## config.mk

```make
export PLATFORM = sky130hd
export DESIGN_NAME = signed_radix_digit_emitter_unit
export DESIGN_NICKNAME = d
export VERILOG_FILES = /design/src/rtl/core/srde_pkg.sv /design/src/rtl/core/signed_radix_digit_emitter_unit.sv /design/src/rtl/core/srde_ram.sv /design/src/rtl/core/srde_front.sv /design/src/rtl/core/srde_back.sv
export SDC_FILE = /design/constraint.sdc
export NUM_CORES = 2
export LEC_CHECK = 0
export BUFFER_PORTS_ARGS = -buffer_cell sky130_fd_sc_hd__clkbuf_2
export CELL_PAD_IN_SITES_DETAIL_PLACEMENT = 1
export CELL_PAD_IN_SITES_GLOBAL_PLACEMENT = 2
export CORE_MARGIN = 2
export CORE_UTILIZATION = 45
export DETAILED_ROUTE_END_ITERATION = 8
export PLACE_DENSITY = 0.85
export SLEW_MARGIN = 10
export SYNTH_ARGS = -nofsm -noshare
export SYNTH_HDL_FRONTEND = slang
export SYNTH_SLANG_ARGS = --single-unit
```

## constraint.sdc

```tcl
create_clock -name clk -period 39.2 [get_ports clk]
set_input_delay 3.92 -clock clk [delete_from_list [all_inputs] [get_ports clk]]
set_output_delay 3.92 -clock clk [all_outputs]
set_load 0.01 [all_outputs]
```

## src/rtl/core/srde_pkg.sv

```systemverilog
// srde_pkg: shared constants, register indexes and types of the signed radix digit emitter
// no dependencies; used by srde_front, srde_back and signed_radix_digit_emitter_unit
package srde_pkg;

  localparam int VALUE_WIDTH = 63;
  localparam int MAX_BASE    = 16;
  localparam int SYM_W       = 8;
  localparam int BASE_W      = 5;
  localparam int DIGIT_W     = $clog2(MAX_BASE);

  // digit store: one entry per digit, least significant first
  localparam int STORE_DEPTH = 64;
  localparam int STORE_AW    = $clog2(STORE_DEPTH);
  localparam int COUNT_W     = STORE_AW + 1;

  // the divider walks the magnitude one byte per cycle, top byte first
  localparam int CHUNK_W     = 8;
  localparam int MAG_CHUNKS  = (VALUE_WIDTH + CHUNK_W - 1) / CHUNK_W;
  localparam int MAG_PAD_W   = MAG_CHUNKS * CHUNK_W;
  localparam int CHUNK_IDX_W = (MAG_CHUNKS > 1) ? $clog2(MAG_CHUNKS) : 1;

  localparam int JOBQ_DEPTH  = 2;
  localparam int JOBQ_AW     = $clog2(JOBQ_DEPTH);
  localparam int JOBQ_CNT_W  = $clog2(JOBQ_DEPTH + 1);

  localparam int OQ_DEPTH    = 4;
  localparam int OQ_AW       = $clog2(OQ_DEPTH);
  localparam int OQ_CNT_W    = $clog2(OQ_DEPTH + 1);

  localparam int CFG_IDX_W   = 2;
  localparam int CFG_DATA_W  = 64;

  localparam logic [CFG_IDX_W-1:0] CFG_BASE_SIZE  = 2'd0;
  localparam logic [CFG_IDX_W-1:0] CFG_CHARS_LOW  = 2'd1;
  localparam logic [CFG_IDX_W-1:0] CFG_CHARS_HIGH = 2'd2;

  localparam logic [BASE_W-1:0] BASE_RESET = 5'd10;
  localparam logic [SYM_W-1:0]  CH_MINUS   = 8'h2D;
  localparam logic [SYM_W-1:0]  CH_PLUS    = 8'h2B;

  typedef logic [MAX_BASE-1:0][SYM_W-1:0] sym_tab_t;

  typedef struct packed {
    logic                   neg;
    logic [VALUE_WIDTH-1:0] mag;
  } job_t;

  typedef struct packed {
    logic                busy;
    logic [OQ_CNT_W-1:0] oq_cnt;
  } back_stat_t;

endpackage

```

## src/rtl/core/signed_radix_digit_emitter_unit.sv

```systemverilog
// signed_radix_digit_emitter_unit: top level, configuration registers, front and back
// depends on srde_pkg, srde_front, srde_back (and srde_ram through srde_back)
//
//   port group   kind         handshake                payload
//   in_          queue push   in_push / in_full        in_value (63b signed)
//   out_         queue pop    out_empty / out_pop      out_char_code (8b), out_last_char
//   cfg_         write port   cfg_we                   cfg_index (2b), cfg_wdata (64b)
//
// per word: a load step, then per digit one divider step for each byte of the running quotient
// from its highest nonzero byte down to byte 0 (at most 8), then a minus sign for a negative
// value and then the characters; the byte-serial divider paces the first part and the single read
// port of the digit store the second
// rst_n is synchronous: queues empty, radix 10, all symbols zero
// in_full rises while the two-entry job queue is full; emission pauses while the four-word
// output queue has no room
module signed_radix_digit_emitter_unit (
  input  logic                                    clk,
  input  logic                                    rst_n,
  input  logic                                    in_push,
  output logic                                    in_full,
  input  logic signed [srde_pkg::VALUE_WIDTH-1:0] in_value,
  output logic                                    out_empty,
  input  logic                                    out_pop,
  output logic [srde_pkg::SYM_W-1:0]              out_char_code,
  output logic                                    out_last_char,
  input  logic                                    cfg_we,
  input  logic [srde_pkg::CFG_IDX_W-1:0]          cfg_index,
  input  logic [srde_pkg::CFG_DATA_W-1:0]         cfg_wdata
);

  logic [srde_pkg::BASE_W-1:0]      base_size_r;
  logic [srde_pkg::CFG_DATA_W-1:0]  chars_low_r, chars_high_r;
  srde_pkg::sym_tab_t               symbols;
  logic                             job_vld, job_take;
  srde_pkg::job_t                   job;
  srde_pkg::back_stat_t             bstat;

  assign symbols = {chars_high_r, chars_low_r};

  always_ff @(posedge clk) begin
    if (!rst_n) begin
      base_size_r  <= srde_pkg::BASE_RESET;
      chars_low_r  <= '0;
      chars_high_r <= '0;
    end else if (cfg_we) begin
      unique case (cfg_index)
        srde_pkg::CFG_BASE_SIZE:  base_size_r  <= cfg_wdata[srde_pkg::BASE_W-1:0];
        srde_pkg::CFG_CHARS_LOW:  chars_low_r  <= cfg_wdata;
        srde_pkg::CFG_CHARS_HIGH: chars_high_r <= cfg_wdata;
        default: ;
      endcase
    end
  end

  srde_front u_front (
    .clk       (clk),
    .rst_n     (rst_n),
    .push      (in_push),
    .full      (in_full),
    .value     (in_value),
    .base_size (base_size_r),
    .symbols   (symbols),
    .job_vld   (job_vld),
    .job       (job),
    .job_take  (job_take)
  );

  srde_back u_back (
    .clk       (clk),
    .rst_n     (rst_n),
    .job_vld   (job_vld),
    .job       (job),
    .job_take  (job_take),
    .base_size (base_size_r),
    .symbols   (symbols),
    .out_empty (out_empty),
    .out_pop   (out_pop),
    .out_char  (out_char_code),
    .out_last  (out_last_char),
    .stat      (bstat)
  );

  // output queue never overfills despite the read in flight
  a_oq_bound: assert property (@(posedge clk) disable iff (!rst_n)
    bstat.oq_cnt <= srde_pkg::OQ_CNT_W'(srde_pkg::OQ_DEPTH))
    else $error("output queue overfilled");

  // at most one word enters the output queue per cycle
  a_oq_step: assert property (@(posedge clk) disable iff (!rst_n)
    $past(rst_n) |->
      ({1'b0, bstat.oq_cnt} <= {1'b0, $past(bstat.oq_cnt)} + 1'b1))
    else $error("output queue grew by more than one word");

  // empty flag agrees with the queue fill level
  a_empty_cnt: assert property (@(posedge clk) disable iff (!rst_n)
    out_empty == (bstat.oq_cnt == '0))
    else $error("empty flag disagrees with output queue level");

  // an idle back end adds nothing to the output queue
  a_idle_quiet: assert property (@(posedge clk) disable iff (!rst_n)
    !bstat.busy |=> (bstat.oq_cnt <= $past(bstat.oq_cnt)))
    else $error("output queue grew while the back end was idle");

endmodule

```

## src/rtl/core/srde_ram.sv

```systemverilog
// srde_ram: generic single write port, single read port ram with registered read
// no dependencies
module srde_ram #(
  parameter int WIDTH = 4,
  parameter int DEPTH = 64
) (
  input  logic                     clk,
  input  logic                     we,
  input  logic [$clog2(DEPTH)-1:0] waddr,
  input  logic [WIDTH-1:0]         wdata,
  input  logic [$clog2(DEPTH)-1:0] raddr,
  output logic [WIDTH-1:0]         rdata
);

  logic [WIDTH-1:0] mem_r [DEPTH];

  always_ff @(posedge clk) begin
    if (we) begin
      mem_r[waddr] <= wdata;
    end
    rdata <= mem_r[raddr];
  end

endmodule

```

## src/rtl/core/srde_front.sv

```systemverilog
// srde_front: accepts values, checks the alphabet, forms sign and magnitude, two-entry job queue
// depends on srde_pkg
module srde_front (
  input  logic                                clk,
  input  logic                                rst_n,
  input  logic                                push,
  output logic                                full,
  input  logic signed [srde_pkg::VALUE_WIDTH-1:0] value,
  input  logic [srde_pkg::BASE_W-1:0]         base_size,
  input  srde_pkg::sym_tab_t                  symbols,
  output logic                                job_vld,
  output srde_pkg::job_t                      job,
  input  logic                                job_take
);

  srde_pkg::job_t                      jq_r [srde_pkg::JOBQ_DEPTH];
  logic [srde_pkg::JOBQ_AW-1:0]        wp_r, rp_r;
  logic [srde_pkg::JOBQ_CNT_W-1:0]     cnt_r;
  logic                                base_ok;
  logic [srde_pkg::VALUE_WIDTH-1:0]    vbits;
  srde_pkg::job_t                      new_job;
  logic                                enq, deq;

  // alphabet check: radix range, no sign symbols, no repeats among the first base_size
  always_comb begin
    base_ok = (base_size >= srde_pkg::BASE_W'(2)) &&
              (base_size <= srde_pkg::BASE_W'(srde_pkg::MAX_BASE));
    for (int i = 0; i < srde_pkg::MAX_BASE; i++) begin
      if (srde_pkg::BASE_W'(i) < base_size) begin
        if (symbols[i] == srde_pkg::CH_MINUS || symbols[i] == srde_pkg::CH_PLUS) begin
          base_ok = 1'b0;
        end
        for (int j = i + 1; j < srde_pkg::MAX_BASE; j++) begin
          if (srde_pkg::BASE_W'(j) < base_size && symbols[j] == symbols[i]) begin
            base_ok = 1'b0;
          end
        end
      end
    end
  end

  // magnitude as unsigned, so the most negative value needs no extra bit
  assign vbits       = value;
  assign new_job.neg = vbits[srde_pkg::VALUE_WIDTH-1];
  assign new_job.mag = new_job.neg ? srde_pkg::VALUE_WIDTH'(~vbits + 1'b1) : vbits;

  assign full    = (cnt_r == srde_pkg::JOBQ_CNT_W'(srde_pkg::JOBQ_DEPTH));
  assign job_vld = (cnt_r != '0);
  assign job     = jq_r[rp_r];

  // words for an invalid alphabet are taken and dropped
  assign enq = push && !full && base_ok;
  assign deq = job_vld && job_take;

  always_ff @(posedge clk) begin
    if (enq) begin
      jq_r[wp_r] <= new_job;
    end
    if (!rst_n) begin
      wp_r  <= '0;
      rp_r  <= '0;
      cnt_r <= '0;
    end else begin
      if (enq) begin
        wp_r <= (wp_r == srde_pkg::JOBQ_AW'(srde_pkg::JOBQ_DEPTH - 1)) ? '0 : wp_r + 1'b1;
      end
      if (deq) begin
        rp_r <= (rp_r == srde_pkg::JOBQ_AW'(srde_pkg::JOBQ_DEPTH - 1)) ? '0 : rp_r + 1'b1;
      end
      cnt_r <= cnt_r + srde_pkg::JOBQ_CNT_W'(enq) - srde_pkg::JOBQ_CNT_W'(deq);
    end
  end

endmodule

```

## src/rtl/core/srde_back.sv

```systemverilog
// srde_back: byte-serial radix divider, digit store, most-significant-first emission, output queue
// depends on srde_pkg and srde_ram
module srde_back (
  input  logic                          clk,
  input  logic                          rst_n,
  input  logic                          job_vld,
  input  srde_pkg::job_t                job,
  output logic                          job_take,
  input  logic [srde_pkg::BASE_W-1:0]   base_size,
  input  srde_pkg::sym_tab_t            symbols,
  output logic                          out_empty,
  input  logic                          out_pop,
  output logic [srde_pkg::SYM_W-1:0]    out_char,
  output logic                          out_last,
  output srde_pkg::back_stat_t          stat
);

  typedef enum logic [1:0] {
    S_IDLE,
    S_DIV,
    S_SIGN,
    S_EMIT
  } state_t;

  state_t                              state_r, state_nxt;
  logic [srde_pkg::MAG_PAD_W-1:0]      q_r, q_nxt;
  logic [srde_pkg::DIGIT_W-1:0]        rem_r, rem_nxt;
  logic [srde_pkg::CHUNK_IDX_W-1:0]    ci_r, ci_nxt;
  logic [srde_pkg::COUNT_W-1:0]        dcnt_r, dcnt_nxt;
  logic [srde_pkg::COUNT_W-1:0]        rd_idx_r, rd_idx_nxt;
  logic                                neg_r, neg_nxt;
  logic                                rd_vld_r, rd_vld_nxt;
  logic                                rd_last_r, rd_last_nxt;

  logic [srde_pkg::SYM_W-1:0]          oq_char_r [srde_pkg::OQ_DEPTH];
  logic                                oq_last_r [srde_pkg::OQ_DEPTH];
  logic [srde_pkg::OQ_AW-1:0]          oq_wp_r, oq_rp_r;
  logic [srde_pkg::OQ_CNT_W-1:0]       oq_cnt_r;

  logic [srde_pkg::CHUNK_W-1:0]        chunk, qchunk;
  logic [srde_pkg::DIGIT_W:0]          part;
  logic [srde_pkg::DIGIT_W-1:0]        digit;
  logic [srde_pkg::MAG_PAD_W-1:0]      q_upd, q_load;
  logic                                ram_we;
  logic [srde_pkg::STORE_AW-1:0]       ram_raddr;
  logic [srde_pkg::DIGIT_W-1:0]        ram_rdata;
  logic                                space, sign_push, oq_push, oq_pop;
  logic [srde_pkg::SYM_W-1:0]          push_char;
  logic                                push_last;

  function automatic logic [srde_pkg::CHUNK_IDX_W-1:0] top_chunk(
    input logic [srde_pkg::MAG_PAD_W-1:0] q
  );
    logic [srde_pkg::CHUNK_IDX_W-1:0] idx;
    idx = '0;
    for (int c = 0; c < srde_pkg::MAG_CHUNKS; c++) begin
      if (q[c*srde_pkg::CHUNK_W +: srde_pkg::CHUNK_W] != '0) begin
        idx = srde_pkg::CHUNK_IDX_W'(c);
      end
    end
    return idx;
  endfunction

  // one byte of long division by the radix, remainder carried in rem_r
  always_comb begin
    chunk = q_r[ci_r*srde_pkg::CHUNK_W +: srde_pkg::CHUNK_W];
    part  = {1'b0, rem_r};
    for (int b = srde_pkg::CHUNK_W - 1; b >= 0; b--) begin
      part = {part[srde_pkg::DIGIT_W-1:0], chunk[b]};
      if (part >= base_size) begin
        part      = part - base_size;
        qchunk[b] = 1'b1;
      end else begin
        qchunk[b] = 1'b0;
      end
    end
    digit = part[srde_pkg::DIGIT_W-1:0];
    q_upd = q_r;
    q_upd[ci_r*srde_pkg::CHUNK_W +: srde_pkg::CHUNK_W] = qchunk;
  end

  assign q_load    = srde_pkg::MAG_PAD_W'(job.mag);
  assign ram_raddr = rd_idx_nxt[srde_pkg::STORE_AW-1:0];

  // room check counts the read still in flight
  assign space = (srde_pkg::OQ_CNT_W'(oq_cnt_r) + srde_pkg::OQ_CNT_W'(rd_vld_r)) <
                 srde_pkg::OQ_CNT_W'(srde_pkg::OQ_DEPTH);

  always_comb begin
    state_nxt   = state_r;
    q_nxt       = q_r;
    rem_nxt     = rem_r;
    ci_nxt      = ci_r;
    dcnt_nxt    = dcnt_r;
    rd_idx_nxt  = rd_idx_r;
    neg_nxt     = neg_r;
    rd_vld_nxt  = 1'b0;
    rd_last_nxt = 1'b0;
    job_take    = 1'b0;
    ram_we      = 1'b0;
    sign_push   = 1'b0;
    unique case (state_r)
      S_IDLE: begin
        if (job_vld) begin
          job_take  = 1'b1;
          q_nxt     = q_load;
          rem_nxt   = '0;
          ci_nxt    = top_chunk(q_load);
          dcnt_nxt  = '0;
          neg_nxt   = job.neg;
          state_nxt = S_DIV;
        end
      end
      S_DIV: begin
        q_nxt   = q_upd;
        rem_nxt = digit;
        if (ci_r != '0) begin
          ci_nxt = ci_r - 1'b1;
        end else begin
          ram_we   = 1'b1;
          dcnt_nxt = dcnt_r + 1'b1;
          if (q_upd == '0 ||
              dcnt_r == srde_pkg::COUNT_W'(srde_pkg::STORE_DEPTH - 1)) begin
            rd_idx_nxt = dcnt_r + 1'b1;
            state_nxt  = neg_r ? S_SIGN : S_EMIT;
          end else begin
            rem_nxt = '0;
            ci_nxt  = top_chunk(q_upd);
          end
        end
      end
      S_SIGN: begin
        if (space) begin
          sign_push = 1'b1;
          state_nxt = S_EMIT;
        end
      end
      S_EMIT: begin
        if (space) begin
          rd_idx_nxt  = rd_idx_r - 1'b1;
          rd_vld_nxt  = 1'b1;
          rd_last_nxt = (rd_idx_r == srde_pkg::COUNT_W'(1));
          if (rd_idx_r == srde_pkg::COUNT_W'(1)) begin
            state_nxt = S_IDLE;
          end
        end
      end
      default: begin
        state_nxt = S_IDLE;
      end
    endcase
  end

  srde_ram #(
    .WIDTH (srde_pkg::DIGIT_W),
    .DEPTH (srde_pkg::STORE_DEPTH)
  ) u_store (
    .clk   (clk),
    .we    (ram_we),
    .waddr (dcnt_r[srde_pkg::STORE_AW-1:0]),
    .wdata (digit),
    .raddr (ram_raddr),
    .rdata (ram_rdata)
  );

  // the sign and a returning digit never arrive in the same cycle
  assign oq_push   = sign_push || rd_vld_r;
  assign push_char = rd_vld_r ? symbols[ram_rdata] : srde_pkg::CH_MINUS;
  assign push_last = rd_vld_r && rd_last_r;
  assign oq_pop    = out_pop && !out_empty;

  assign out_empty   = (oq_cnt_r == '0);
  assign out_char    = oq_char_r[oq_rp_r];
  assign out_last    = oq_last_r[oq_rp_r];
  assign stat.busy   = (state_r != S_IDLE) || rd_vld_r;
  assign stat.oq_cnt = oq_cnt_r;

  always_ff @(posedge clk) begin
    q_r       <= q_nxt;
    rem_r     <= rem_nxt;
    ci_r      <= ci_nxt;
    dcnt_r    <= dcnt_nxt;
    rd_idx_r  <= rd_idx_nxt;
    neg_r     <= neg_nxt;
    rd_last_r <= rd_last_nxt;
    if (oq_push) begin
      oq_char_r[oq_wp_r] <= push_char;
      oq_last_r[oq_wp_r] <= push_last;
    end
    if (!rst_n) begin
      state_r  <= S_IDLE;
      rd_vld_r <= 1'b0;
      oq_wp_r  <= '0;
      oq_rp_r  <= '0;
      oq_cnt_r <= '0;
    end else begin
      state_r  <= state_nxt;
      rd_vld_r <= rd_vld_nxt;
      if (oq_push) begin
        oq_wp_r <= (oq_wp_r == srde_pkg::OQ_AW'(srde_pkg::OQ_DEPTH - 1)) ? '0 : oq_wp_r + 1'b1;
      end
      if (oq_pop) begin
        oq_rp_r <= (oq_rp_r == srde_pkg::OQ_AW'(srde_pkg::OQ_DEPTH - 1)) ? '0 : oq_rp_r + 1'b1;
      end
      oq_cnt_r <= oq_cnt_r + srde_pkg::OQ_CNT_W'(oq_push) - srde_pkg::OQ_CNT_W'(oq_pop);
    end
  end

endmodule

```

==> out/qor.yml <==
status:
  status: "completed"
floorplanning:
  rows: 114
  dieArea_sq_um: 99500
  die_h_um: 316
  die_x_um: 316
  io_pins: 145
  core_area_sq_um: 96400
  initial_core_util_pct: 45.3
cts:
  clock-sinks: 661
  clk_pin_slew_ps: 60
  root_buffer: "clkbuf_16"
  hold_buffers: 0
  cts_resized: 0
  clkLatencyLatePin_ps: 660
  cts_tree: "yes"
  cts_inserted_buffers: 73
  postCtsSetupRepairBufs: 0
  clockBufferDepth: 3
  htreeDepth: 3
detailed_routing:
  wl_per_cell_um: 27.9
  routed_wl_um: 160000
  ant_nets: 0
  drc: 0
  drtIter0Drc: 3880
  via_per_inst: 6.27
  dr_total_vias: 35900
  dr.pass1.iters: 5
yosys:
  ys_warn_count: 0
  synth_area_leaders: "edfxtp_1, xnor2_1, dfxtp_1"
  synth_edf_count: 500
  synthArstFlopShare_pct: 0
  yosysSeqAreaShare_pct: 41.8
  synth_cell_type_count: 84
  synth_nets: 4636
  avgSynthCellArea_sq_um: 9.85
  synth-seq-cells: 661
  yosys.area.top_type: "edfxtp_1"
  syn-instance-count: 4433
  synth_top_cell_area_share_pct: 34.4
  synth_ff_type: "edfxtp_1"
  synth_area_sq_um: 43700
timing:
  finalMaxSlewViolations: 0
  max-slew-margin-rel_pct: 20.3
  fin_crit_sh_pct: 49.1
  hold_viol: 0
  fin_hold_ws_ps: 457
  fin_crit_ps: 19240
  skew_ps: 24.1
  setup_violations: 0
  rsz0062_at_grt: "no"
  tightest_slew_ps: 1190
  fmax_mhz: 52.0
  setup_tns_ps: 0
cells_and_area:
  fill_cells: 10700
  drive_gt1_share_pct: 12.2
  final_nets: 4590
  area_growth_pct: 10.3
placed_design:
  io_buffers: 144
  dp_hpwl_um: 105000
  place_congestion: 0.962
global_route:
  grt_pass1_vias: 36300
  grt_max_degree: 96
  track_usage_pct: 31.7
  grt_first_pass_wirelength_um: 239000
  grt-ovfl-total: 0
  antenna_found_initial: 2
setup_path:
  worst_path_most_repeated_cell: "ha_1"
  worst_setup_path_start_kind: "flip-flop"
  arrival_ps: 19830
  r2r_cells: 54
  end_kind: "flip-flop"
  required_ps: 39790
  worst-setup-path-type: "reg -> reg"
  worstPathMaxFanout: 38
  crit_path_top_delay_cell: "dfxtp_1"
  slowest_delay_ps: 930
hold_path:
  hold_path_depth: 2
  hold_path.class: "reg -> reg"
flow_run:
  max-cap-violations: 0
[area by class of cell]
cell class / count / area, sq um / area share (%)
inverter: 50 / 198 / 0.410
multi-input combinational: 3296 / 23600 / 49.1
timing repair buffer: 305 / 1930 / 4.01
clock buffer: 81 / 1890 / 3.92
tap: 1276 / 1600 / 3.31
sequential: 661 / 18200 / 37.9
clock inverter: 51 / 668 / 1.39
antenna: 1 / 2.50 / 0.00520
[worst paths after layout]
| kind | startpoint | to | slack, ps |
|---|---|---|---|
| setup / recovery | base_size_r[4] | u_back.u_store.rdata[0] | 19960 |
| hold / removal | chars_high_r[15] | chars_high_r[15] | 460 |
| setup reg to reg | base_size_r[4] | u_back.u_store.rdata[0] | 19960 |
| hold reg to reg | chars_high_r[15] | chars_high_r[15] | 460 |
[synth_stat cells, drive strengths merged, types with 15 or more instances]
cell type and instances:
a211oi 48, a21o 15, a21oi 260, a22oi 17
a31oi 71, and2 21, buf 161, clkbuf 265
dfxtp 161, edfxtp 500, ha 60, inv 49
mux2i 146, mux4 65, nand2 516, nand3 72
nand4 172, nor2 180, nor2b 28, nor3 101
nor4 135, o21ai 97, o311ai 18, o31ai 24
or4 17, xnor2 707, xor2 360
[flip-flops by register name, indices dropped and copies added (netlist names), 2 cells and up, named ones only]
signal                cells
u_back.oq_rp_r            2
u_back.oq_cnt_r           3
u_back.u_store.mem_r    256
chars_high_r             64
u_back.oq_char_r         32
base_size_r               5
u_back.state_r            2
u_back.u_store.rdata      4
u_back.dcnt_r             7
chars_low_r              64
u_back.rem_r              4
u_front.cnt_r             2
u_back.oq_wp_r            2
u_back.rd_idx_r           7
u_back.q_r               64
u_back.oq_last_r          4
u_back.ci_r               3
u_front.jq_r            128
[cells by family after synthesis]
| family | share of synthesized area [%] |
|---|---|
| AOI/OAI and AO/OA | 8.66 |
| xor gates and xnor gates | 21.4 |
| adders and majority gates | 2.13 |
| buffers and inverters | 4.26 |
| DFF | 41.8 |
| muxes | 7.06 |
| and+or+nand+nor | 14.7 |
[cell usage in the layout, fill, tap and decap left out, types with 13 or more instances in the layout]
cell | synthesis | final
xnor2_1 | 707 | 707
nand2_1 | 515 | 515
edfxtp_1 | 500 | 500
xor2_1 | 360 | 360
a21oi_1 | 259 | 257
nor2_1 | 177 | 177
nand4_1 | 172 | 172
buf_4 | 4 | 161
dfxtp_1 | 161 | 158
mux2i_1 | 146 | 145
clkbuf_2 | 0 | 144
nor4_1 | 134 | 134
nor3_1 | 99 | 99
o21ai_0 | 89 | 89
clkbuf_16 | 0 | 74
nand3_1 | 72 | 72
a31oi_1 | 68 | 67
mux4_2 | 65 | 65
ha_1 | 60 | 59
a211oi_1 | 48 | 48
inv_1 | 44 | 42
nor2b_1 | 28 | 27
o31ai_1 | 24 | 24
and2_1 | 19 | 18
o311ai_0 | 17 | 17
a22oi_1 | 17 | 17
or4_1 | 16 | 16
clkinv_2 | 0 | 16
a21o_1 | 15 | 15
mux2_2 | 14 | 14
bufinv_16 | 0 | 14
o221ai_1 | 13 | 13
and3_1 | 13 | 13
[worst max-delay path: cells and delay by family, from the launching register on]
family          cells  cell delay [ps]
fa+ha+maj           8             2930
simple gates        6             1690
buf+inv             5             1870
mux                 6             2550
flops               1              930
compound gates     29             9100
[metal layers]
layer / GRT usage [%] / vias to the layer above / wire, um
li1: - / 15600 / -
met1: 44.8 / 18100 / 68800
met2: 48.4 / 1752 / 70000
met3: 6.49 / 368 / 15100
met4: 11.2 / 0 / 5740
met5: 0 / - / 0
[metrics by stage]
step,instance area [sq um],cells,utilization (%),setup WS (ps)
final,48200,5721,50.0,19960
after global routing,48200,5720,50.0,18500
after CTS,48200,5720,50.0,19980
after detailed placement,45600,5588,47.3,20100
after global placement,45600,5588,47.3,20660
after floorplan,43700,4433,-,25150
Power is not shown: default switching activity piles up to over one toggle a cycle in this logic, so the estimate is an artifact.
